--- config.mk ---
export PLATFORM = sky130hd
export DESIGN_NAME = mrt_ram
export DESIGN_NICKNAME = d
export VERILOG_FILES = /design/src/hw/rtl/mrt_ram.sv
export SDC_FILE = /design/constraint.sdc
export NUM_CORES = 1
export LEC_CHECK = 0
export BUFFER_PORTS_ARGS = -buffer_cell sky130_fd_sc_hd__buf_2
export CAP_MARGIN = 20
export CORE_ASPECT_RATIO = 2
export CORE_UTILIZATION = 55
export CTS_CLUSTER_DIAMETER = 50
export DETAILED_ROUTE_END_ITERATION = 8
export PLACE_DENSITY_LB_ADDON = 0.2
export SLEW_MARGIN = 40
export SYNTH_ARGS = -nofsm -noshare
export SYNTH_HDL_FRONTEND = slang
export SYNTH_SLANG_ARGS = --single-unit
export TNS_END_PERCENT = 50
--- constraint.sdc ---
create_clock -name clk_i -period 7 [get_ports clk_i]
set_clock_uncertainty 0.2 [all_clocks]
set_input_delay 1.4 -clock clk_i [delete_from_list [all_inputs] [get_ports clk_i]]
set_output_delay 1.4 -clock clk_i [all_outputs]
set_load 0.01 [all_outputs]
--- src/hw/rtl/mrt_ram.sv ---
// simple dual-port ram for the normalised transition matrix
// no dependencies
`timescale 1ns / 1ps

module mrt_ram #(
  parameter int unsigned ADDR_W = 6,
  parameter int unsigned DATA_W = 17
) (
  input  logic              clk_i,
  input  logic              wr_en_i,
  input  logic [ADDR_W-1:0] wr_addr_i,
  input  logic [DATA_W-1:0] wr_data_i,
  input  logic              rd_en_i,
  input  logic [ADDR_W-1:0] rd_addr_i,
  output logic [DATA_W-1:0] rd_data_o
);

  logic [DATA_W-1:0] mem_q [2 ** ADDR_W];
  logic [DATA_W-1:0] rd_data_q;

  always_ff @(posedge clk_i) begin
    if (wr_en_i) begin
      mem_q[wr_addr_i] <= wr_data_i;
    end
    if (rd_en_i) begin
      rd_data_q <= mem_q[rd_addr_i];
    end
  end

  assign rd_data_o = rd_data_q;

endmodule

* Word-level counts from Yosys, hierarchy flattened
Memories as Yosys holds them, arrays and structs flattened. A register that Yosys moved wholly into a read port is not among the register bits. Index checks and enable logic that the tools add are counted.
Word-level totals: input bits 32, RAM bits 1088, logic and storage cells 3, memories kept 1, register bits 0
Cells by class: muxes and demuxes 2
Memories:
- mem_q | depth 64, bits a word 17, read ports 1, clocked after memory_dff 1, write ports 1, line 18 | logic [DATA_W-1:0] mem_q [2 ** ADDR_W];
Operator list (count):
- 1-bit 2-to-1 mux | 2

* Longest topological paths before layout
word-level depth 2, depth in mapped cells 9

* Least setup slack after synthesis
Ideal clock, no wire load.
path type input-to-reg, start point input wr_addr_i[3], end point memory mem_q[48][0] (enable), buffers on the path 1, library setup time 0.412 ns, data required time 6.388 ns, arrival time 3.093 ns, cell stages on the path 4, setup slack 3.295 ns, path through clkbuf_1 -> nor2b_1 -> nand4b_1 -> nor3_1
RTL lines:
- from (decl) | line 11 | input logic [ADDR_W-1:0] wr_addr_i,
- to (decl) | line 18
No word-level cell before the write port.

==> flow_summary.toml <==
[status]
status = "complete, no violations"

[floorplanning]
rows = 143
die-area_mm2 = 0.0785
core-area_mm2 = 0.0762
pin_count = 49
die_h_um = 395
die_w_um = 199
start_util = 0.558

[sta]
timing.final.crit_share = 0.561
slew_headroom = 0.375
max_freq_mhz = 255
rsz0062_at_grt = "no"
slew_violations = 0
fin_setup_tns_ps = 0
setup_violations = 0
timing_hold_violations_final = 0
layout_min_cycle_time_ps = 3920
max_slew.worst_pin.slew_ps = 937

[power_and_ir_drop]
p_switching_mw = 2.76
pwr-share-clk = 0.386
cellLeakagePower_nw = 15.0
p_per_area_mw_per_mm2 = 278
irDropWorstVdd_v = 0.000169
pwr-share-seq = 0.561
switching_share = 0.210
internal-power_mw = 10.4
combPwrFrac = 0.053

[setup_path]
worstPathArrival_ps = 4250
cp_slowest_stage_delay_ps = 750
path_cells = "buf_6 > buf_12 > mux4_2 > nor2_1 > a221oi_1 > o221ai_1 > a211oi_2"
cp_max_fo = 73
crit_family = "compound AO/OA/AOI/OAI gates"
crit_required_ps = 7320
crit_buf_inv = 2
path_class = "in2reg"
crit_path_end_kind = "register"
slowest_stage = "a221oi_1"
cp-start-kind = "input pin"

[clock_tree]
cts.reportedPaths.clkPinSlew_ps = 70
cts.sinks = 1105
postCtsSetupBuffers = 0
cts_tree = "yes"
cts-hold-fix-buffers = 0
cts_root_buf = "clkbuf_16"
h-tree-depth = 3
numCtsBuffers = 92
clockBufferDepth = 3
cts_resized = 0
clkLatencyLatePin_ps = 680

[yosys]
ys_ff_latch = 1105
synthesis.nets = 1985
synth_top_area_share = 0.780
syn_area_mm2 = 0.0425
yosysWarnings = 0
synthTopCellsByArea = "edfxtp_1 78%, mux4_2 11%, mux2i_1 3.0%"
syn-instance-count = 1953
synth_top_area_cell = "edfxtp_1"
yosysUniqueCellTypes = 37
syn_area_per_cell_um2 = 21.8
yosysSeqAreaShare = 0.780

[finish]
final_common_cell = "edfxtp_1"
most-common-layout-cells = "1105 x edfxtp_1, 216 x mux4_2, 128 x mux2i_1"
final_layout_size_suffix_gt1_frac = 0.247
nNetsFinal = 2114
fillerInstances = 5262
area.growth.synth_to_final_pct = 11.0
seq_area_mm2 = 0.0332
multi_input_area_mm2 = 0.00872
finalInstanceArea_mm2 = 0.0472

[place]
place_congestion = 0.923
placed_cell_area_mm2 = 0.0443
port_buffers = 48
dp_hpwl_mm = 64.1

[drt]
vias_per_cell = 6.43
avgRoutedWirePerCell_um = 32.9
drt-total-wl_mm = 105
antenna_left = 0
drc = 0
vias = 20400
drt_iter0_drc = 1723
first_pass_iters = 5

[grt]
track_usage = 0.277
antenna_found_initial = 6
overflow = 0
grt_pass1_vias = 21000
grt_start_max_net_pins = 81
grt_pass1_wl_mm = 149

[job]
drv_cap = 0

[worst_hold_path]
hold_class = "reg2reg"
## registers in the layout, summed over array words and instances (netlist names)
register	flops
mem_q	1088
rd_data_o	17
## power by group through the flow
stage	Clock [mW]	Sequential, mW	Combinational (mW)
3_3_place_gp	0	7.50	0.673
4_1_cts	5.13	7.35	0.695
2_1_floorplan	0	7.49	0.373
3_5_place_dp	0	7.50	0.695
6_report	5.07	7.36	0.695
5_1_grt	5.37	7.35	0.724
## worst paths after layout
check	from	end	slack, ps	cells past startpoint
max	rd_addr_i[1]	rd_data_o[14]$_DFFE_PP_	3080	7
min	mem_q[40][12]$_DFFE_PP_	rd_data_o[12]$_DFFE_PP_	760	4
max reg2reg	mem_q[23][4]$_DFFE_PP_	rd_data_o[4]$_DFFE_PP_	4550	5
min reg2reg	mem_q[40][12]$_DFFE_PP_	rd_data_o[12]$_DFFE_PP_	760	4
## cell usage after synthesis
| master | instances |
|---|---|
| a211oi_1 | 23 |
| a211oi_2 | 2 |
| a21boi_0 | 1 |
| a21oi_1 | 12 |
| a221oi_1 | 43 |
| a221oi_2 | 2 |
| a22o_1 | 4 |
| a22oi_1 | 63 |
| a311oi_1 | 4 |
| and2_1 | 2 |
| and3_1 | 15 |
| and4_1 | 10 |
| buf_12 | 4 |
| buf_2 | 34 |
| buf_4 | 17 |
| buf_6 | 10 |
| buf_8 | 3 |
| clkbuf_1 | 44 |
| clkbuf_4 | 1 |
| edfxtp_1 | 1105 |
| inv_1 | 1 |
| mux2_2 | 12 |
| mux2i_1 | 128 |
| mux4_2 | 216 |
| nand2_1 | 25 |
| nand2b_1 | 3 |
| nand3_1 | 17 |
| nand3b_1 | 2 |
| nand4_1 | 4 |
| nand4b_1 | 1 |
| nor2_1 | 99 |
| nor2b_1 | 25 |
| nor3_1 | 4 |
| nor4_1 | 4 |
| o221ai_1 | 11 |
| or3_1 | 1 |
| or3b_2 | 1 |
## logic make-up after synthesis
kind of cell,synth area share
flip-flops,0.780
multiplexers,0.148
AND/OR/NAND/NOR,0.0242
AO/OA/AOI/OAI,0.0308
buffers and inverters,0.0167
## area by class of cell
| class | instances | area share |
|---|---|---|
| inverters | 1 | 0.0000795 |
| clock inverters | 50 | 0.0105 |
| repair buffers | 148 | 0.0236 |
| clock buffers | 117 | 0.0512 |
| diodes | 3 | 0.000159 |
| multi-input cells | 734 | 0.185 |
| flip-flops and latches | 1105 | 0.703 |
| well taps | 1015 | 0.0269 |
## worst min-delay path: stages (launching register included)
cell and delay, ps:
edfxtp_1 320, mux2i_1 70, a21oi_1 150, a221oi_1 90, a211oi_1 200
## per-layer routing
metal  vias up  global-route usage  share of wire
li1       8487                   -              -
met1     10800               0.316           0.34
met2       844               0.480           0.53
met3       207              0.0400          0.060
met4         8               0.186          0.072
met5         -                   0        0.00049
## stage by stage
stage	cells	utilization	total power, mW	hold WS [ps]	setup slack, ps
3_3_place_gp	2995	0.579	8.17	745	2040
3_5_place_dp	3002	0.581	8.19	745	2240
6_report	3173	0.619	13.1	762	3080
5_1_grt	3171	0.619	13.4	810	2970
2_1_floorplan	1953	-	7.87	666	3290
4_1_cts	3169	0.619	13.2	769	2950
Power figures use the tool's default switching activity.
