--- src/hw/rtl/mrt_pkg.sv ---
// shared types and constants of the markov regime tracker
// no dependencies
`timescale 1ns / 1ps

package mrt_pkg;

  localparam int unsigned QUOT_W        = 22;
  localparam int unsigned ITERATIONS    = 10;
  localparam int unsigned UPDATE_PERIOD = 10;
  localparam logic [16:0] ONE_Q16       = 17'd65536;

  localparam logic [1:0] REG_REGION_COUNT = 2'd0;
  localparam logic [1:0] REG_BIAS_STEP    = 2'd1;
  localparam logic [1:0] REG_MIN_SAMPLES  = 2'd2;

  typedef enum logic [1:0] {
    FUNC_RECORD = 2'd0,
    FUNC_STEADY = 2'd1,
    FUNC_TRANS  = 2'd2,
    FUNC_CLEAR  = 2'd3
  } func_e;

  typedef enum logic [4:0] {
    S_IDLE,
    S_BIN_MUL,
    S_BIN_DIV,
    S_BIN_WAIT,
    S_INC_RD,
    S_INC_WR,
    S_RS_RD,
    S_RS_ACC,
    S_T_RD,
    S_T_DIV,
    S_T_WAIT,
    S_M_RD,
    S_M_MUL,
    S_M_ACC,
    S_N_DIV,
    S_N_WAIT,
    S_Q_RD,
    S_Q_DIV,
    S_Q_WAIT,
    S_CLR_WAIT,
    S_OUT
  } state_e;

  typedef struct packed {
    logic rd_en;
    logic wr_en;
    logic clear;
  } mem_ctrl_t;

endpackage

--- src/hw/rtl/mrt_count_mem.sv ---
// transition count memory with per-entry valid bits, registered read
// depends on mrt_pkg
`timescale 1ns / 1ps

module mrt_count_mem import mrt_pkg::*; #(
  parameter int unsigned ADDR_W = 6,
  parameter int unsigned DATA_W = 32
) (
  input  logic              clk_i,
  input  logic              rst_ni,
  input  mem_ctrl_t         ctrl_i,
  input  logic [ADDR_W-1:0] rd_addr_i,
  input  logic [ADDR_W-1:0] wr_addr_i,
  input  logic [DATA_W-1:0] wr_data_i,
  output logic [DATA_W-1:0] rd_data_o
);

  localparam int unsigned DEPTH = 2 ** ADDR_W;

  logic [DATA_W-1:0] mem_q [DEPTH];
  logic [DEPTH-1:0]  valid_q;
  logic [DATA_W-1:0] rd_data_q;

  always_ff @(posedge clk_i) begin
    if (ctrl_i.wr_en) begin
      mem_q[wr_addr_i] <= wr_data_i;
    end
  end

  always_ff @(posedge clk_i or negedge rst_ni) begin
    if (!rst_ni) begin
      valid_q <= '0;
    end else if (ctrl_i.clear) begin
      valid_q <= '0;
    end else if (ctrl_i.wr_en) begin
      valid_q[wr_addr_i] <= 1'b1;
    end
  end

  always_ff @(posedge clk_i) begin
    if (ctrl_i.rd_en) begin
      rd_data_q <= valid_q[rd_addr_i] ? mem_q[rd_addr_i] : '0;
    end
  end

  assign rd_data_o = rd_data_q;

endmodule

--- config.mk ---
export PLATFORM = sky130hd
export DESIGN_NAME = mrt_count_mem
export DESIGN_NICKNAME = d
export VERILOG_FILES = /design/src/hw/rtl/mrt_pkg.sv /design/src/hw/rtl/mrt_count_mem.sv
export SDC_FILE = /design/constraint.sdc
export NUM_CORES = 2
export LEC_CHECK = 0
export ABC_AREA = 0
export BUFFER_PORTS_ARGS = -buffer_cell sky130_fd_sc_hd__buf_2
export CORE_AREA = 2 2 430 432
export CTS_BUF_LIST = sky130_fd_sc_hd__clkbuf_4 sky130_fd_sc_hd__clkbuf_8
export CTS_CLUSTER_SIZE = 20
export DETAILED_ROUTE_END_ITERATION = 6
export DIE_AREA = 0 0 432 434
export PLACE_DENSITY_LB_ADDON = 0.15
export SLEW_MARGIN = 20
export SYNTH_ARGS = -nofsm -noshare
export SYNTH_HDL_FRONTEND = slang
export SYNTH_SLANG_ARGS = --single-unit
--- constraint.sdc ---
create_clock -name clk_i -period 3.2 [get_ports clk_i]
set_input_delay 0.64 -clock clk_i [delete_from_list [all_inputs] [get_ports clk_i]]
set_output_delay 0.64 -clock clk_i [all_outputs]
set_load 0.01 [all_outputs]
; ---- Yosys cells after proc, flatten, opt, wreduce, memory -nomap -nowiden
; Memory sizes are Yosys's and may differ from the RTL's. A register that Yosys moved wholly into a read port is not among the register bits.
; Index checks and enable logic that the tools add are counted.
[word_totals]
register_bits = 64
mem_bits_rw = 2048
out_inout_bits = 32
word_cells = 17
mem_count = 1
[classes]
order_cmp = 3
n_mux = 8
bitwise = 1
n_reduce_logical = 3
[memory_table]
columns = memory, depth, width, rd, rd_clocked_by_memory_dff, write_ports, line
row1 = mem_q, 64, 32, 1, 1, 1, mrt_count_mem.sv:20  ; logic [DATA_W-1:0] mem_q [DEPTH];
[ops]
columns = cell, count
row1 = $mux 64, 2
row2 = $or 64x64->64, 1
row3 = $lt 6x7->1 const B, 2
row4 = $bmux 1 s6, 1
row5 = $demux 1 s6, 1
row6 = $ge 6x1->1 const B, 1
row7 = $mux 1, 4
row8 = $reduce_bool 2->1, 1
row9 = $logic_and 1x1->1, 1
row10 = $logic_not 1->1, 1

; ---- Logic depth before layout (Yosys ltp)
[logic_depth]
word_depth = 7
depth_mapped = 10
depth_no_buf = 6

; ---- Least setup slack after synthesis
; OpenSTA, ideal clock, no wires.
[synth_path]
kind = input to register
from = input port wr_addr_i[5]
to = memory mem_q[48][0] (enable)
arrival_time_ns = 3.565
path_slack_ns = -0.829
cell_stages = 4
cell_sequence = clkbuf_1 -> nand3_1 -> or3_1 -> nor3_1
[synth_lines]
columns = item, line
row1 = start: declaration, mrt_count_mem.sv:13  ; input logic [ADDR_W-1:0] wr_addr_i,
row2 = end: declaration, mrt_count_mem.sv:20
; Straight into the memory's write port.

; ---- Final worst setup path
[layout_path]
from = register rd_data_q[9] (netlist: rd_data_o[9]), read port of mem_q
to = output port rd_data_o[9]
[layout_lines]
columns = item, line
row1 = start: declaration, mrt_count_mem.sv:22  ; logic [DATA_W-1:0] rd_data_q;
row2 = end: declaration, mrt_count_mem.sv:15  ; output logic [DATA_W-1:0] rd_data_o
; No word-level cell between the ends.

==> reports/summary.txt <==
Post-Syn Nets = 3579
Pins over their slew limit = 0
Stage delay of the slowest cell on the critical path = 670 ps
Via count = 40200
Fmax achieved = 388 MHz
Flop2flop setup slack = 780 ps
CTS sink cnt = 2144
Final Util = 52.4%
Cells on worst reg2reg path = 4
Post-synth design cell area = 81800 sq um
Global-route wire length before repair = 317000 um
Worst min-delay path class = in2reg
Number of DRC markers in iteration 0 = 4391
Comb power frac = 5.4%
Capturing point of the worst reg2reg path = rd_data_o[10]$_SDFFCE_PN0P_
Source of the worst register-to-register timing path = mem_q[3][10]$_DFFE_PP_
Biggest fanout along the worst timing path = 2
Synth-to-layout area growth = 17.0%
Sequential Power Share = 54.1%
Crit-path slowest cell = sky130_fd_sc_hd__edfxtp_1
Overall overflow remaining after global route = 0
Total routed wirelength = 226000 um
Maximum number of pins on one net before global-route repair = 65
Top post-synthesis cells by area = sky130_fd_sc_hd__edfxtp_1 76%, sky130_fd_sc_hd__mux4_2 16%, sky130_fd_sc_hd__dfrtp_1 2.0%, sky130_fd_sc_hd__mux2i_1 1.4%, sky130_fd_sc_hd__nor2_1 1.0%
Net switching power = 12.5 mW
Final HPWL DP = 127000 um
Final worst clock skew = 58.5 ps
Number of gates resized after CTS = 0
Ranking of synthesized cells by instance count = 2080 x sky130_fd_sc_hd__edfxtp_1, 573 x sky130_fd_sc_hd__mux4_2, 218 x sky130_fd_sc_hd__nor2_1
Clock-pin transition on the worst setup and hold timing paths = 60 ps
Buffers plus inverters on the worst setup path = 1
Gp weighted congestion = 0.773
Fraction of the cycle the final worst path needs = 80.5%
Pre-CTS setup slack = -487 ps
Avg Inst Size Synth = 23.2 sq um
Post-synthesis sequential element count = 2144
Via count of the first global-routing pass = 41100
Worst Setup Start Kind = flop
Library cell with the largest summed area after synthesis = sky130_fd_sc_hd__edfxtp_1
Tot Pwr = 57.5 mW
Finish-stage setup viols = 0
Detail-routed net length per standard cell = 33.4 um
H-tree depth = 5
Horizontal die dimension = 432 um
Via density = 5.94
Core area = 182000 sq um
Floorplan die height = 434 um
Starting density of the core = 44.8%
Maximum buffer depth of the clock tree = 4
Combined global-route utilization of all metal layers = 24.4%
Final hold vios = 0
Most instantiated library cell after synthesis = sky130_fd_sc_hd__edfxtp_1
Number of distinct library cell variants in the gate-level netlist after synthesis = 37
EDFF count, synth = 2080
Top cell family by delay on the critical path = flip-flops
Worst path setup slack after routing = 623 ps
Skew-Pair Late Insertion Delay = 1050 ps
Max-cap check violation count = 0
Setup repair after global routing missed its margin = no
Initial antenna violation count = 17
Crit end category = primary output
Post-cts hold buffer count = 2
Crit path arrival time = 1940 ps
Cell Chain, Critical Path = buf_2
Pwr Density = 602 nW/um^2
Fillcell total = 14100
Root buffer selected by CTS = sky130_fd_sc_hd__clkbuf_8
Clock network fraction of total power = 40.5%
Max VDD drop = 468 uV
Number of core rows = 157
CTS tree = done
Final critical path time including I/O delays and setup = 2580 ps
Internal power = 45.0 mW
Pre-antenna DRT Iters = 7
Static power due to leakage = 30.9 nW
Sequential-to-total area share from yosys stat = 78.3%
Synth warn = 0
Post-detailed-route DRC marker count = 4
Layout cell share with drive strength beyond 1 = 36.8%
Fraction of synthesis flops using an asynchronous set or reset pin = 2.99%
Primary flip-flop cell chosen by synthesis mapping = sky130_fd_sc_hd__edfxtp_1
Buffer count from post-CTS setup fixing = 0
Number of buffers added on ports = 80
Tightest slew margin relative to the limit = 24.6%
Count of cells along the worst hold path = 1
Remaining number of nets flagged by the antenna check after routing = 0
Required time at the worst-slack endpoint = 2560 ps
Measured slew at the worst slew-check pin = 1130 ps
Area of combinational cells with multiple inputs = 17200 sq um
Total die area = 187000 sq um
Fraction of power spent switching nets = 21.7%
Failing checks = DRC
Area share of the largest cell type after synthesis = 76.4%
Area used by sequential logic in the layout = 64100 sq um
# nets final = 4173
CTS buffer count = 362
CP Class = reg2out
Outcome = complete, but fails checks
Io pins = 81
Min-Delay Endpoint = mem_q[0][11]$_DFFE_PP_
Worst hold start = wr_data_i[11]
Cell count after synthesis = 3530
-- cells by family after synthesis --
logic type	synth area share (%)
buffers and inverters	1.28
AOI/OAI and AO/OA	1.67
and+or+nand+nor	1.44
DFF	78.3
muxes	17.3
-- sequential cells by signal, summed over array words and instances (netlist names) --
name       count
rd_data_o     32
valid_q       64
mem_q       2048
-- area by class of cell --
| type | instances | area share [%] |
|---|---|---|
| multi-input cells | 1193 | 18.0 |
| flip-flops and latches | 2144 | 67.0 |
| repair buffers | 421 | 4.86 |
| diodes | 7 | 0.0183 |
| well taps | 2385 | 3.12 |
| clock inverters | 111 | 0.657 |
| inverters | 2 | 0.0157 |
| clock buffers | 503 | 6.39 |
-- power by group through the flow --
stage               Clock [mW]  Combinational, mW  Sequential [mW]
global placement             0               3.13             31.7
detailed placement           0               3.15             31.7
CTS                       23.8               3.16             31.1
global route              25.0               3.30             31.1
floorplan                    0               1.57             31.7
finish                    23.3               3.12             31.1
-- stage by stage --
stage,instances,hold WS (ps),setup TNS [ps],area (sq um)
after floorplan,3530,344,-44220,81800
after global placement,6142,474,-2980,88800
after detailed placement,6142,487,-2940,88800
after CTS,6758,24.4,0,95500
after global routing,6762,52.2,0,95600
final,6766,100,0,95600
-- layout by cell type, fill, tap and decap left out, types with 25 or more instances in the layout --
master,instances
sky130_fd_sc_hd__clkbuf_4,130
sky130_fd_sc_hd__o22ai_1,45
sky130_fd_sc_hd__clkinv_1,74
sky130_fd_sc_hd__mux4_2,573
sky130_fd_sc_hd__clkinv_2,25
sky130_fd_sc_hd__nor2_1,154
sky130_fd_sc_hd__a22oi_1,45
sky130_fd_sc_hd__clkbuf_8,374
sky130_fd_sc_hd__nand2_1,33
sky130_fd_sc_hd__a21oi_1,31
sky130_fd_sc_hd__buf_12,126
sky130_fd_sc_hd__buf_4,232
sky130_fd_sc_hd__edfxtp_1,2080
sky130_fd_sc_hd__dfrtp_1,64
sky130_fd_sc_hd__buf_2,56
sky130_fd_sc_hd__nor2_4,62
sky130_fd_sc_hd__mux2i_1,118
-- how the worst max path moves through the flow --
stage                           startpoint  slack, ps                         end  depth (start not counted)
5_1_grt        rd_data_o[10]$_SDFFCE_PN0P_        650               rd_data_o[10]                          1
6_report        rd_data_o[9]$_SDFFCE_PN0P_        620                rd_data_o[9]                          1
2_1_floorplan                 wr_addr_i[3]       -100      mem_q[10][0]$_DFFE_PP_                          4
3_3_place_gp                  rd_addr_i[0]       -470  rd_data_o[9]$_SDFFCE_PN0P_                          7
4_1_cts        rd_data_o[10]$_SDFFCE_PN0P_        570               rd_data_o[10]                          1
3_5_place_dp                  rd_addr_i[0]       -490  rd_data_o[9]$_SDFFCE_PN0P_                          7
-- metal layers --
metal | global-route usage, % | wire, um
met1 | 33.4 | 92900
met2 | 40.4 | 112000
met3 | 4.14 | 14100
met4 | 7.64 | 6890
met5 | 0 | 65
(Power assumes the default switching activity.)
