==> config.mk <==
export PLATFORM = sky130hd
export DESIGN_NAME = mrt_divider
export DESIGN_NICKNAME = d
export VERILOG_FILES = /design/src/hw/rtl/mrt_pkg.sv /design/src/hw/rtl/mrt_divider.sv
export SDC_FILE = /design/constraint.sdc
export NUM_CORES = 1
export LEC_CHECK = 0
export BUFFER_PORTS_ARGS = -buffer_cell sky130_fd_sc_hd__buf_2
export CORE_AREA = 10 10 135 137
export CTS_BUF_LIST = sky130_fd_sc_hd__clkbuf_4 sky130_fd_sc_hd__clkbuf_8
export DETAILED_ROUTE_END_ITERATION = 8
export DIE_AREA = 0 0 145 147
export GPL_TIMING_DRIVEN = 0
export PLACE_DENSITY_LB_ADDON = 0.05
export REMOVE_ABC_BUFFERS = 1
export SLEW_MARGIN = 20
export SYNTH_ARGS = -nofsm -noshare
export SYNTH_HDL_FRONTEND = slang
export SYNTH_SLANG_ARGS = --single-unit
==> constraint.sdc <==
create_clock -name clk_i -period 3.1 [get_ports clk_i]
set_clock_uncertainty 0.05 [all_clocks]
set_input_delay 0.465 -clock clk_i [delete_from_list [all_inputs] [get_ports clk_i]]
set_output_delay 0.465 -clock clk_i [all_outputs]
set_load 0.1 [all_outputs]
==> src/hw/rtl/mrt_pkg.sv <==
// shared types and constants of the markov regime tracker
// no dependencies
`timescale 1ns / 1ps

package mrt_pkg;

  localparam int unsigned QUOT_W        = 22;
  localparam int unsigned ITERATIONS    = 10;
  localparam int unsigned UPDATE_PERIOD = 10;
  localparam logic [16:0] ONE_Q16       = 17'd65536;

  localparam logic [1:0] REG_REGION_COUNT = 2'd0;
  localparam logic [1:0] REG_BIAS_STEP    = 2'd1;
  localparam logic [1:0] REG_MIN_SAMPLES  = 2'd2;

  typedef enum logic [1:0] {
    FUNC_RECORD = 2'd0,
    FUNC_STEADY = 2'd1,
    FUNC_TRANS  = 2'd2,
    FUNC_CLEAR  = 2'd3
  } func_e;

  typedef enum logic [4:0] {
    S_IDLE,
    S_BIN_MUL,
    S_BIN_DIV,
    S_BIN_WAIT,
    S_INC_RD,
    S_INC_WR,
    S_RS_RD,
    S_RS_ACC,
    S_T_RD,
    S_T_DIV,
    S_T_WAIT,
    S_M_RD,
    S_M_MUL,
    S_M_ACC,
    S_N_DIV,
    S_N_WAIT,
    S_Q_RD,
    S_Q_DIV,
    S_Q_WAIT,
    S_CLR_WAIT,
    S_OUT
  } state_e;

  typedef struct packed {
    logic rd_en;
    logic wr_en;
    logic clear;
  } mem_ctrl_t;

endpackage

==> src/hw/rtl/mrt_divider.sv <==
// shared restoring divider, one quotient bit per cycle
// depends on mrt_pkg
`timescale 1ns / 1ps

module mrt_divider import mrt_pkg::*; #(
  parameter int unsigned NUM_W = 64,
  parameter int unsigned DEN_W = 42
) (
  input  logic              clk_i,
  input  logic              rst_ni,
  input  logic              start_i,
  input  logic [NUM_W-1:0]  num_i,
  input  logic [DEN_W-1:0]  den_i,
  output logic              done_o,
  output logic [QUOT_W-1:0] quot_o
);

  localparam int unsigned CNT_W = $clog2(QUOT_W + 1);

  logic [DEN_W-1:0]  rem_q, rem_d, den_q, den_d;
  logic [QUOT_W-1:0] low_q, low_d, quot_q, quot_d;
  logic [CNT_W-1:0]  cnt_q, cnt_d;
  logic              busy_q, busy_d, done_q, done_d;
  logic [DEN_W:0]    trial, diff;
  logic              ge;

  always_comb begin
    trial  = {rem_q, low_q[QUOT_W-1]};
    diff   = trial - {1'b0, den_q};
    ge     = trial >= {1'b0, den_q};
    rem_d  = rem_q;
    den_d  = den_q;
    low_d  = low_q;
    quot_d = quot_q;
    cnt_d  = cnt_q;
    busy_d = busy_q;
    done_d = 1'b0;
    if (start_i) begin
      rem_d  = num_i[NUM_W-1:QUOT_W];
      low_d  = num_i[QUOT_W-1:0];
      den_d  = den_i;
      cnt_d  = CNT_W'(QUOT_W);
      busy_d = 1'b1;
    end else if (busy_q) begin
      rem_d  = ge ? diff[DEN_W-1:0] : trial[DEN_W-1:0];
      low_d  = {low_q[QUOT_W-2:0], 1'b0};
      quot_d = {quot_q[QUOT_W-2:0], ge};
      cnt_d  = cnt_q - 1'b1;
      if (cnt_q == CNT_W'(1)) begin
        busy_d = 1'b0;
        done_d = 1'b1;
      end
    end
  end

  always_ff @(posedge clk_i or negedge rst_ni) begin
    if (!rst_ni) begin
      cnt_q  <= '0;
      busy_q <= 1'b0;
      done_q <= 1'b0;
    end else begin
      cnt_q  <= cnt_d;
      busy_q <= busy_d;
      done_q <= done_d;
    end
  end

  always_ff @(posedge clk_i) begin
    rem_q  <= rem_d;
    den_q  <= den_d;
    low_q  <= low_d;
    quot_q <= quot_d;
  end

  assign done_o = done_q;
  assign quot_o = quot_q;

endmodule

## Yosys cells after proc, flatten, opt, wreduce, memory -nomap -nowiden

Cells that the tools add are included.

- Bits in registers: 135

- $add $sub $neg: 2
- $lt $le $gt $ge: 1
- Equal/unequal tests: 1
- Mux-type cells: 13
- Bitwise operators: 1
- Reduce and logical (&&, ||, !) cells: 2

Operators by type and width:

| kind | number |
|---|---|
| $mux 42 | 3 |
| $mux 22 | 2 |
| $ge 43x42->1 | 1 |
| $sub 42x42->42 | 1 |
| $mux 5 | 2 |
| $mux 1 | 6 |
| $eq 5x1->1 const B | 1 |
| $sub 5x1->5 const B | 1 |
| $reduce_and 2->1 | 1 |
| $reduce_bool 2->1 | 1 |
| $not 1->1 | 1 |

## Longest topological paths before layout

Gate-level depths: netlist (run 1).

- Depth in word-level cells: 4
- Depth in mapped cells: 14

## Worst setup path after synthesis (run 1)

No wires, ideal clock.

- Path kind: reg2reg
- Start: register den_q[0]
- End: register rem_q[26], data pin
- Data arrival time: 2.722 ns
- Required time: 2.921 ns
- Setup slack: 0.198 ns
- Cell stages (with the launch flop): 12
- Period minus slack after synthesis: 2.902 ns
- Cell sequence: edfxtp_1 -> ha_1 -> fa_1 -> and2b_1 -> o2111ai_1 -> a21boi_1 -> o2111ai_1 -> a31oi_1 -> a21boi_0 -> or3_1 -> a311oi_1 -> a21o_1

- Longest elaborated chain between the ends: 4
- Elaborated cells on any way between the ends: 5
- Those cells by class: 1 x add/sub; 1 x order compare; 3 x mux

Ends and longest elaborated chain:

| what | RTL line | RTL |
|---|---|---|
| from (decl) | mrt_divider.sv:20 | `logic [DEN_W-1:0] rem_q, rem_d, den_q, den_d;` |
| from (signal assigned) | mrt_divider.sv:70 | `den_q <= den_d;` |
| $sub 42x42->42 / $ge 43x42->1 (equally long branches) | mrt_divider.sv:29, mrt_divider.sv:30 |  |
| $mux 42 * | mrt_divider.sv:45 | `rem_d = ge ? diff[DEN_W-1:0] : trial[DEN_W-1:0];` |
| $mux 42 * | mrt_divider.sv:44 | `end else if (busy_q) begin` |
| $mux 42 * | mrt_divider.sv:38 | `if (start_i) begin` |
| named net rem_d[26] | mrt_divider.sv:20 |  |
| to (signal assigned) | mrt_divider.sv:69 | `rem_q <= rem_d;` |
| to (decl) | mrt_divider.sv:20 |  |

Mark *: on every way through the listed nets, which the timed path passes. The rest lies on a longest branch. The select of a mux whose other input is x is not followed.
A chain may end at the register's enable or synchronous reset.

## Worst setup path after layout (run 1)

- Start: register rem_q[6]
- End: register rem_q[35], data pin

- Longest elaborated chain between the ends: 4
- Elaborated cells on any way between the ends: 5
- Those cells by class: 1 x add/sub; 1 x order compare; 3 x mux

Ends and longest elaborated chain:

| what | RTL line | RTL |
|---|---|---|
| $ge 43x42->1 | mrt_divider.sv:30 | `ge = trial >= {1'b0, den_q};` |
| named net ge | mrt_divider.sv:25 | `logic ge;` |
| $mux 42 | mrt_divider.sv:45 |  |
| $mux 42 | mrt_divider.sv:44 |  |
| $mux 42 | mrt_divider.sv:38 |  |
| named net rem_d[35] | mrt_divider.sv:20 |  |

The timed path passes the listed nets, and every way through them passes these cells. The select of a mux whose other input is x is not followed.

==> key figures, run 1 <==
Status
  • Status: finished, violations left
  • Failing checks: setup timing

Cells and area
  • Fill cells: 1236
  • Sequential cell area: 4020 µm²
  • Layout net count: 1066
  • Multi-input logic area: 4300 µm²
  • Layout cell share with drive strength beyond 1: 37.3%
  • Antenna diodes: 0
  • Synth-to-Final Area Change: 29.3%

Clock network
  • H-tree Lvls: 4
  • Maximum root-to-sink buffer count: 2
  • Worst skew pair latency: 0.46 ns
  • Root buffer cell: clkbuf_8
  • Clk slew on worst S/H paths: 0.09 ns
  • CTS Buf Count: 17
  • Clock sinks: 135
  • CTS tree: yes

Timing
  • Crit share post-route: 101%
  • RSZ-0062 raised after global routing: yes
  • Worst slew pin tran: 0.656 ns
  • Peak Freq: 0.319 GHz
  • Fin. Hold Viols: 0
  • Setup TNS: -0.0836 ns
  • Worst Slack Setup Final: -0.0361 ns
  • Final hold slack: 0.127 ns
  • Max-slew violations: 0
  • Rel. slew slack: 56.3%
  • Post-layout min period: 3.14 ns
  • Final setup fails: 3

Floorplanning
  • Core footprint: 15600 µm²
  • Die Wd: 145 µm
  • FP Rows: 46
  • Initial core utilization: 51.6%
  • Die ar.: 21300 µm²
  • I/O pins: 132
  • DIE HEIGHT: 147 µm

Power
  • Switching portion of total power: 41.3%
  • Clock share of power: 13.8%
  • Leakage: 4.27 nW
  • Tot Pwr: 10.6 mW
  • Internal power: 6.25 mW
  • Sequential group share of total power: 26.5%
  • Comb pwr share: 59.7%
  • Worst VDD drop: 0.000576 V
  • PwrDens: 1020 nW/µm²
  • Switch Pwr: 4.39 mW

Global route
  • Initial antenna violation count: 0
  • GRT overflow: 0
  • Largest net degree at the start of global routing: 53
  • Met1 usage in global routing: 23.0%
  • First-pass GRT wire length: 33.1 mm
  • Met3 Use GR: 5.25%
  • GRT Util Overall: 18.9%
  • Vias in the first global route: 6630
  • Grt peak-use layer: met2
  • Met2 usage: 31.7%

Routing
  • Detailed Route WL: 20.9 mm
  • Avg Vias per Cell: 5.61
  • Via count: 6396
  • DRT iter0 DRCs: 438
  • DRC: 0
  • Post-route ant nets: 0
  • Routed len/inst: 18.3 µm
  • Drt pass-1 iters: 5

Setup path
  • R2r startpoint: rem_q[6]
  • WP data arrival: 3.28 ns
  • Worst-path maximum fanout: 8
  • Crit path largest cell delay: 0.46 ns
  • Critical path class: reg2reg
  • Reg2Reg Depth: 12
  • CP top delay family: compound AO/OA/AOI/OAI gates
  • Critical Path Slowest Stage Cell: edfxtp_1
  • Crit-path cells: ha_4, a21oi_2, nand2_1, a21o_1, o2111a_2, o211a_4, o21ai_4, clkbuf_16, clkinvlp_4, buf_6, nor3_2, a211oi_1
  • Flop2flop setup slack: -0.04 ns
  • Worst path required time: 3.24 ns
  • Buf+Inv Stages, Crit Path: 3
  • CP Launch Type: flip-flop
  • CP Capture Type: flip-flop
  • End of the worst register-to-register path: rem_q[35]

Yosys
  • Asr flop ratio synth: 5.19%
  • Avg Cell Area, Syn: 10.6 µm²
  • Mux share of post-synthesis cell area: 5.57%
  • Yosys cell types: 67
  • Simple-gate area share of the yosys netlist: 12.4%
  • Area leader, netlist: edfxtp_1
  • Primary FF master, synth: edfxtp_1
  • EDFF count, synth: 128
  • Register bit count reported by yosys: 135
  • Post-Synth Adder-Cell Area: 7.09%
  • Gate Count Post-Synth: 758
  • Yosys warning total: 0
  • Largest family of logic cells by synthesized area: compound AO/OA/AOI/OAI gates
  • Synthesized cell area: 8040 µm²
  • Seq/Total Area, Yosys: 50.0%
  • XOR/XNOR Fraction of Synth Area: 3.59%
  • Synth top area cells: edfxtp_1 (48%), ha_1 (6.8%), mux2_2 (5.3%)
  • Compound-Gate Fraction of Synth Area: 16.4%
  • Yosys top cell area share: 47.8%

Placement
  • Hpwl dp: 14.1 mm
  • Worst slack, placed: -0.728 ns
  • PortBufs: 131
  • GPL Wtd Cong: 0.898

Worst hold path
  • Hold path start: den_i[4]
  • Hold WC Path Type: in2reg
  • Hold EP: den_q[4]
  • Min-Delay Path Depth: 1

Flow run
  • Maxcap violations: 0
[final cells by class]
cell class              instances  share of cell area (%)
well taps                     216                    2.60
flip-flops and latches        135                    38.6
clock buffers                  21                    2.78
clock inverters                11                    1.07
inverters                      62                    2.27
repair buffers                171                    11.3
multi-input cells             525                    41.3
[power by group through the flow]
| stage | clock network (mW) | registers (mW) | logic [mW] |
|---|---|---|---|
| 3_5_place_dp | 0 | 2.78 | 4.63 |
| 4_1_cts | 1.51 | 2.77 | 5.33 |
| 3_3_place_gp | 0 | 2.76 | 4.41 |
| 5_1_grt | 1.58 | 2.87 | 6.89 |
| 6_report | 1.47 | 2.82 | 6.35 |
| 2_1_floorplan | 0 | 2.90 | 3.31 |
[layer usage]
metal  wire (µm)  part of all wire, %
met2       10200                   49
met5           0                    0
met3        1160                  5.5
met1        9130                   44
met4         386                  1.8
[sequential cells by signal (all words and copies together), names as in the netlist]
signal  cells
rem_q      42
low_q      22
done_o      1
quot_o     22
busy_q      1
den_q      42
cnt_q       5
[worst max-delay path by stage]
| stage | start | endpoint | slack [ns] | cells after the start |
|---|---|---|---|---|
| floorplan | rem_q[10] | rem_q[37] | -1.01 | 10 |
| global placement | rem_q[11] | rem_q[40] | -2.69 | 10 |
| detailed placement | rem_q[11] | rem_q[40] | -0.73 | 11 |
| CTS | rem_q[0] | rem_q[35] | -0.07 | 12 |
| global route | den_q[1] | rem_q[40] | -0.14 | 12 |
| finish | rem_q[6] | rem_q[35] | -0.04 | 12 |
[Yosys cell counts, types with 3 or more instances]
master	n
buf_4	3
a21o_1	25
o21a_1	15
inv_1	62
nor3_1	11
o21ai_1	6
and4_1	5
a311oi_1	3
edfxtp_1	128
clkbuf_1	19
and2_1	10
nand3_1	15
o2111ai_1	5
or3_1	5
nand2b_1	5
nor2_1	38
dfrtp_1	7
nor4_1	6
a211oi_1	8
buf_1	3
nand2_1	70
nor2b_1	6
nand4_1	10
o211ai_1	6
xor2_1	13
mux2_2	38
ha_1	44
o21bai_1	4
a21oi_1	51
and3_1	10
o31ai_1	3
xnor2_1	20
o21ai_0	43
a31oi_1	11
buf_2	10
[kinds of logic after synthesis]
kind of cell / after synthesis
buffers and inverters: 99
AO/OA/AOI/OAI: 204
multiplexers: 40
flip-flops: 135
AND/OR/NAND/NOR: 202
XOR/XNOR: 33
adder cells (fa/ha/maj): 45
[metrics by stage]
stage	utilization (%)	cells	area [µm²]
after global placement	56.4	1068	8800
after floorplan	-	721	7870
after global routing	66.7	1141	10400
after detailed placement	57.5	1074	8960
after CTS	62.9	1123	9810
final	66.7	1141	10400
[what timing repair did]
item,CTS,global route
buffers inserted,14,15
pin swaps,10,36
gates resized for setup,52,87
endpoints found under the hold margin,7,0
setup endpoints to repair,43,43
hold buffers,1,0
cloned,2,3
[cell usage in the layout, fill, tap and decap left out, drive strengths merged, types with 20 or more instances in the layout]
cell / n
a21o: 25
a21oi: 52
buf: 165
clkbuf: 25
edfxtp: 128
ha: 44
inv: 65
mux2: 38
nand2: 70
nor2: 38
o21ai: 51
xnor2: 20
Note: power is estimated with default switching activity, not from simulation.
==> inputs of run 2 (changes only) <==
--- a/config.mk
+++ b/config.mk
@@ -6,10 +6,10 @@
 export NUM_CORES = 1
 export LEC_CHECK = 0
 export BUFFER_PORTS_ARGS = -buffer_cell sky130_fd_sc_hd__buf_2
-export CORE_AREA = 10 10 135 137
+export CORE_AREA = 10 10 157 159
 export CTS_BUF_LIST = sky130_fd_sc_hd__clkbuf_4 sky130_fd_sc_hd__clkbuf_8
 export DETAILED_ROUTE_END_ITERATION = 8
-export DIE_AREA = 0 0 145 147
+export DIE_AREA = 0 0 167 169
 export GPL_TIMING_DRIVEN = 0
 export PLACE_DENSITY_LB_ADDON = 0.05
 export REMOVE_ABC_BUFFERS = 1
==> run 2 against run 1 <==
  * The run still ends with setup timing left
  * Combinational power about the same
  * Via count down 0.69%
  * Cell area up 1.4%
  * Non-clock buffer count increased by 7
  * Final cell count grew 6.2%
==> key figures, run 2 (synthesis results as in run 1) <==
Cells and area
  • Antenna diodes: 0
  • Commonest non-fill, non-tap cells in the layout: buf_2 (130), edfxtp_1 (128), nand2_1 (67)
  • Layout net count: 1073
  • Fill cells: 2011
  • Layout cell share with drive strength beyond 1: 37.6%
  • Util after Layout: 48.9%
  • Synth-to-Final Area Change: 31.1%
  • Commonest non-fill, non-tap cell in the layout: buf_2
  • Biggest registers after layout: den_q x42, rem_q x42

Worst hold path
  • Hold WC Path Type: in2reg

Setup path
  • Critical path class: reg2reg
  • Buf+Inv Stages, Crit Path: 4
  • CP top delay family: compound AO/OA/AOI/OAI gates
  • Worst-path maximum fanout: 6
  • Critical Path Slowest Stage Cell: edfxtp_1
  • CP Launch Type: flip-flop
  • WP data arrival: 3.40 ns
  • Crit-path cells: inv_2, ha_4, nor2b_4, o2111ai_4, a31oi_4, o2111a_1, o211a_4, o21ai_4, clkbuf_16, clkinvlp_4, buf_6, a311oi_2, a21o_1
  • CP Capture Type: flip-flop
  • Crit path largest cell delay: 0.42 ns
  • Worst path required time: 3.37 ns

Floorplanning
  • I/O pins: 132
  • DIE HEIGHT: 169 µm
  • Core footprint: 21600 µm²
  • Initial core utilization: 37.3%
  • Die ar.: 28200 µm²
  • FP Rows: 54
  • Die Wd: 167 µm

Clock network
  • Maximum root-to-sink buffer count: 2
  • Root buffer cell: clkbuf_8
  • Worst skew pair latency: 0.46 ns
  • CTS tree: yes
  • Clock sinks: 135
  • H-tree Lvls: 4
  • CTS Buf Count: 17
  • Clk slew on worst S/H paths: 0.09 ns

Timing
  • Final setup fails: 2
  • Fin. Hold Viols: 0
  • Post-layout min period: 3.13 ns
  • Worst slew pin tran: 0.577 ns
  • Setup TNS: -0.0407 ns
  • Crit share post-route: 101%
  • Rel. slew slack: 61.3%
  • Max-slew violations: 0
  • RSZ-0062 raised after global routing: yes
  • Final hold slack: 0.123 ns
  • Peak Freq: 0.320 GHz
  • Worst Slack Setup Final: -0.0267 ns

Power
  • Worst VDD drop: 0.000325 V
  • Tot Pwr: 10.8 mW
  • Leakage: 4.31 nW
  • PwrDens: 1030 nW/µm²

Global route
  • Initial antenna violation count: 0
  • Largest net degree at the start of global routing: 55
  • GRT Util Overall: 14.9%
  • GRT overflow: 0
  • First-pass GRT wire length: 34.3 mm
  • Vias in the first global route: 6687

Routing
  • Detailed Route WL: 21.7 mm
  • DRT iter0 DRCs: 250
  • Drt pass-1 iters: 5
  • Avg Vias per Cell: 5.24
  • DRC: 0
  • Routed len/inst: 17.9 µm
  • Via count: 6352
  • Post-route ant nets: 0

Status
  • Failing checks: setup timing
  • Status: finished, violations left

Placement
  • PortBufs: 131
  • GPL Wtd Cong: 0.843
  • Hpwl dp: 14.9 mm

Flow run
  • Maxcap violations: 0
[run 2: cell type report]
class / instances / area (µm²) / area share (%)
clock buffers: 18 / 241 / 2.29
clock inverters: 14 / 211 / 2.01
inverters: 62 / 236 / 2.24
multi-input cells: 525 / 4290 / 40.7
flip-flops and latches: 135 / 4020 / 38.1
well taps: 280 / 350 / 3.32
repair buffers: 178 / 1190 / 11.3
[run 2: report_power, final]
part / internal [mW] / switching [mW]
sequential: 2.53 / 0.285
clock: 0.913 / 0.797
combinational: 2.99 / 3.33
total: 6.43 / 4.41
[run 2: worst reg2reg max path, stage by stage (launching register included)]
cell	delay, ns
edfxtp_1	0.42
inv_2	0.09
ha_4	0.20
nor2b_4	0.13
o2111ai_4	0.24
a31oi_4	0.15
o2111a_1	0.31
o211a_4	0.27
o21ai_4	0.21
clkbuf_16	0.18
clkinvlp_4	0.19
buf_6	0.18
a311oi_2	0.27
a21o_1	0.11
[run 2: layer usage]
layer | global-route usage [%] | up-vias | part of all wire, %
li1 | - | 3112 | -
met1 | 18.7 | 3082 | 46
met2 | 24.9 | 147 | 48
met3 | 4.28 | 11 | 4.5
met4 | 3.09 | 0 | 0.65
met5 | 0 | - | 0
[run 2: metrics by stage]
stage	worst slack, ns	instances	area [µm²]
finish	-0.0267	1212	10500
global route	-0.155	1212	10500
CTS	0.00158	1198	10200
detailed placement	-0.654	1138	9030
global placement	-2.94	1132	8880
floorplan	-1.01	721	7870
[run 2: timing repair]
action / in CTS / in global routing
resized for setup: 72 / 59
hold buffers: 1 / 0
cloned: 3 / 1
hold endpoints to repair: 7 / 0
pin swaps: 15 / 37
setup endpoints to repair: 43 / 40
setup buffers: 24 / 14
[run 2: path summary, 6_finish.rpt]
kind,from,cells after the start,end,slack (ns)
worst max-delay path,den_q[1],13,rem_q[26],-0.03
worst min-delay path,den_i[15],1,den_q[15],0.12
worst max register to register,den_q[1],13,rem_q[26],-0.03
worst min register to register,quot_o[8],0,quot_o[9],0.40
max in group asynchronous,rst_ni,2,cnt_q[3],2.52
min in group asynchronous,rst_ni,2,done_o,0.31
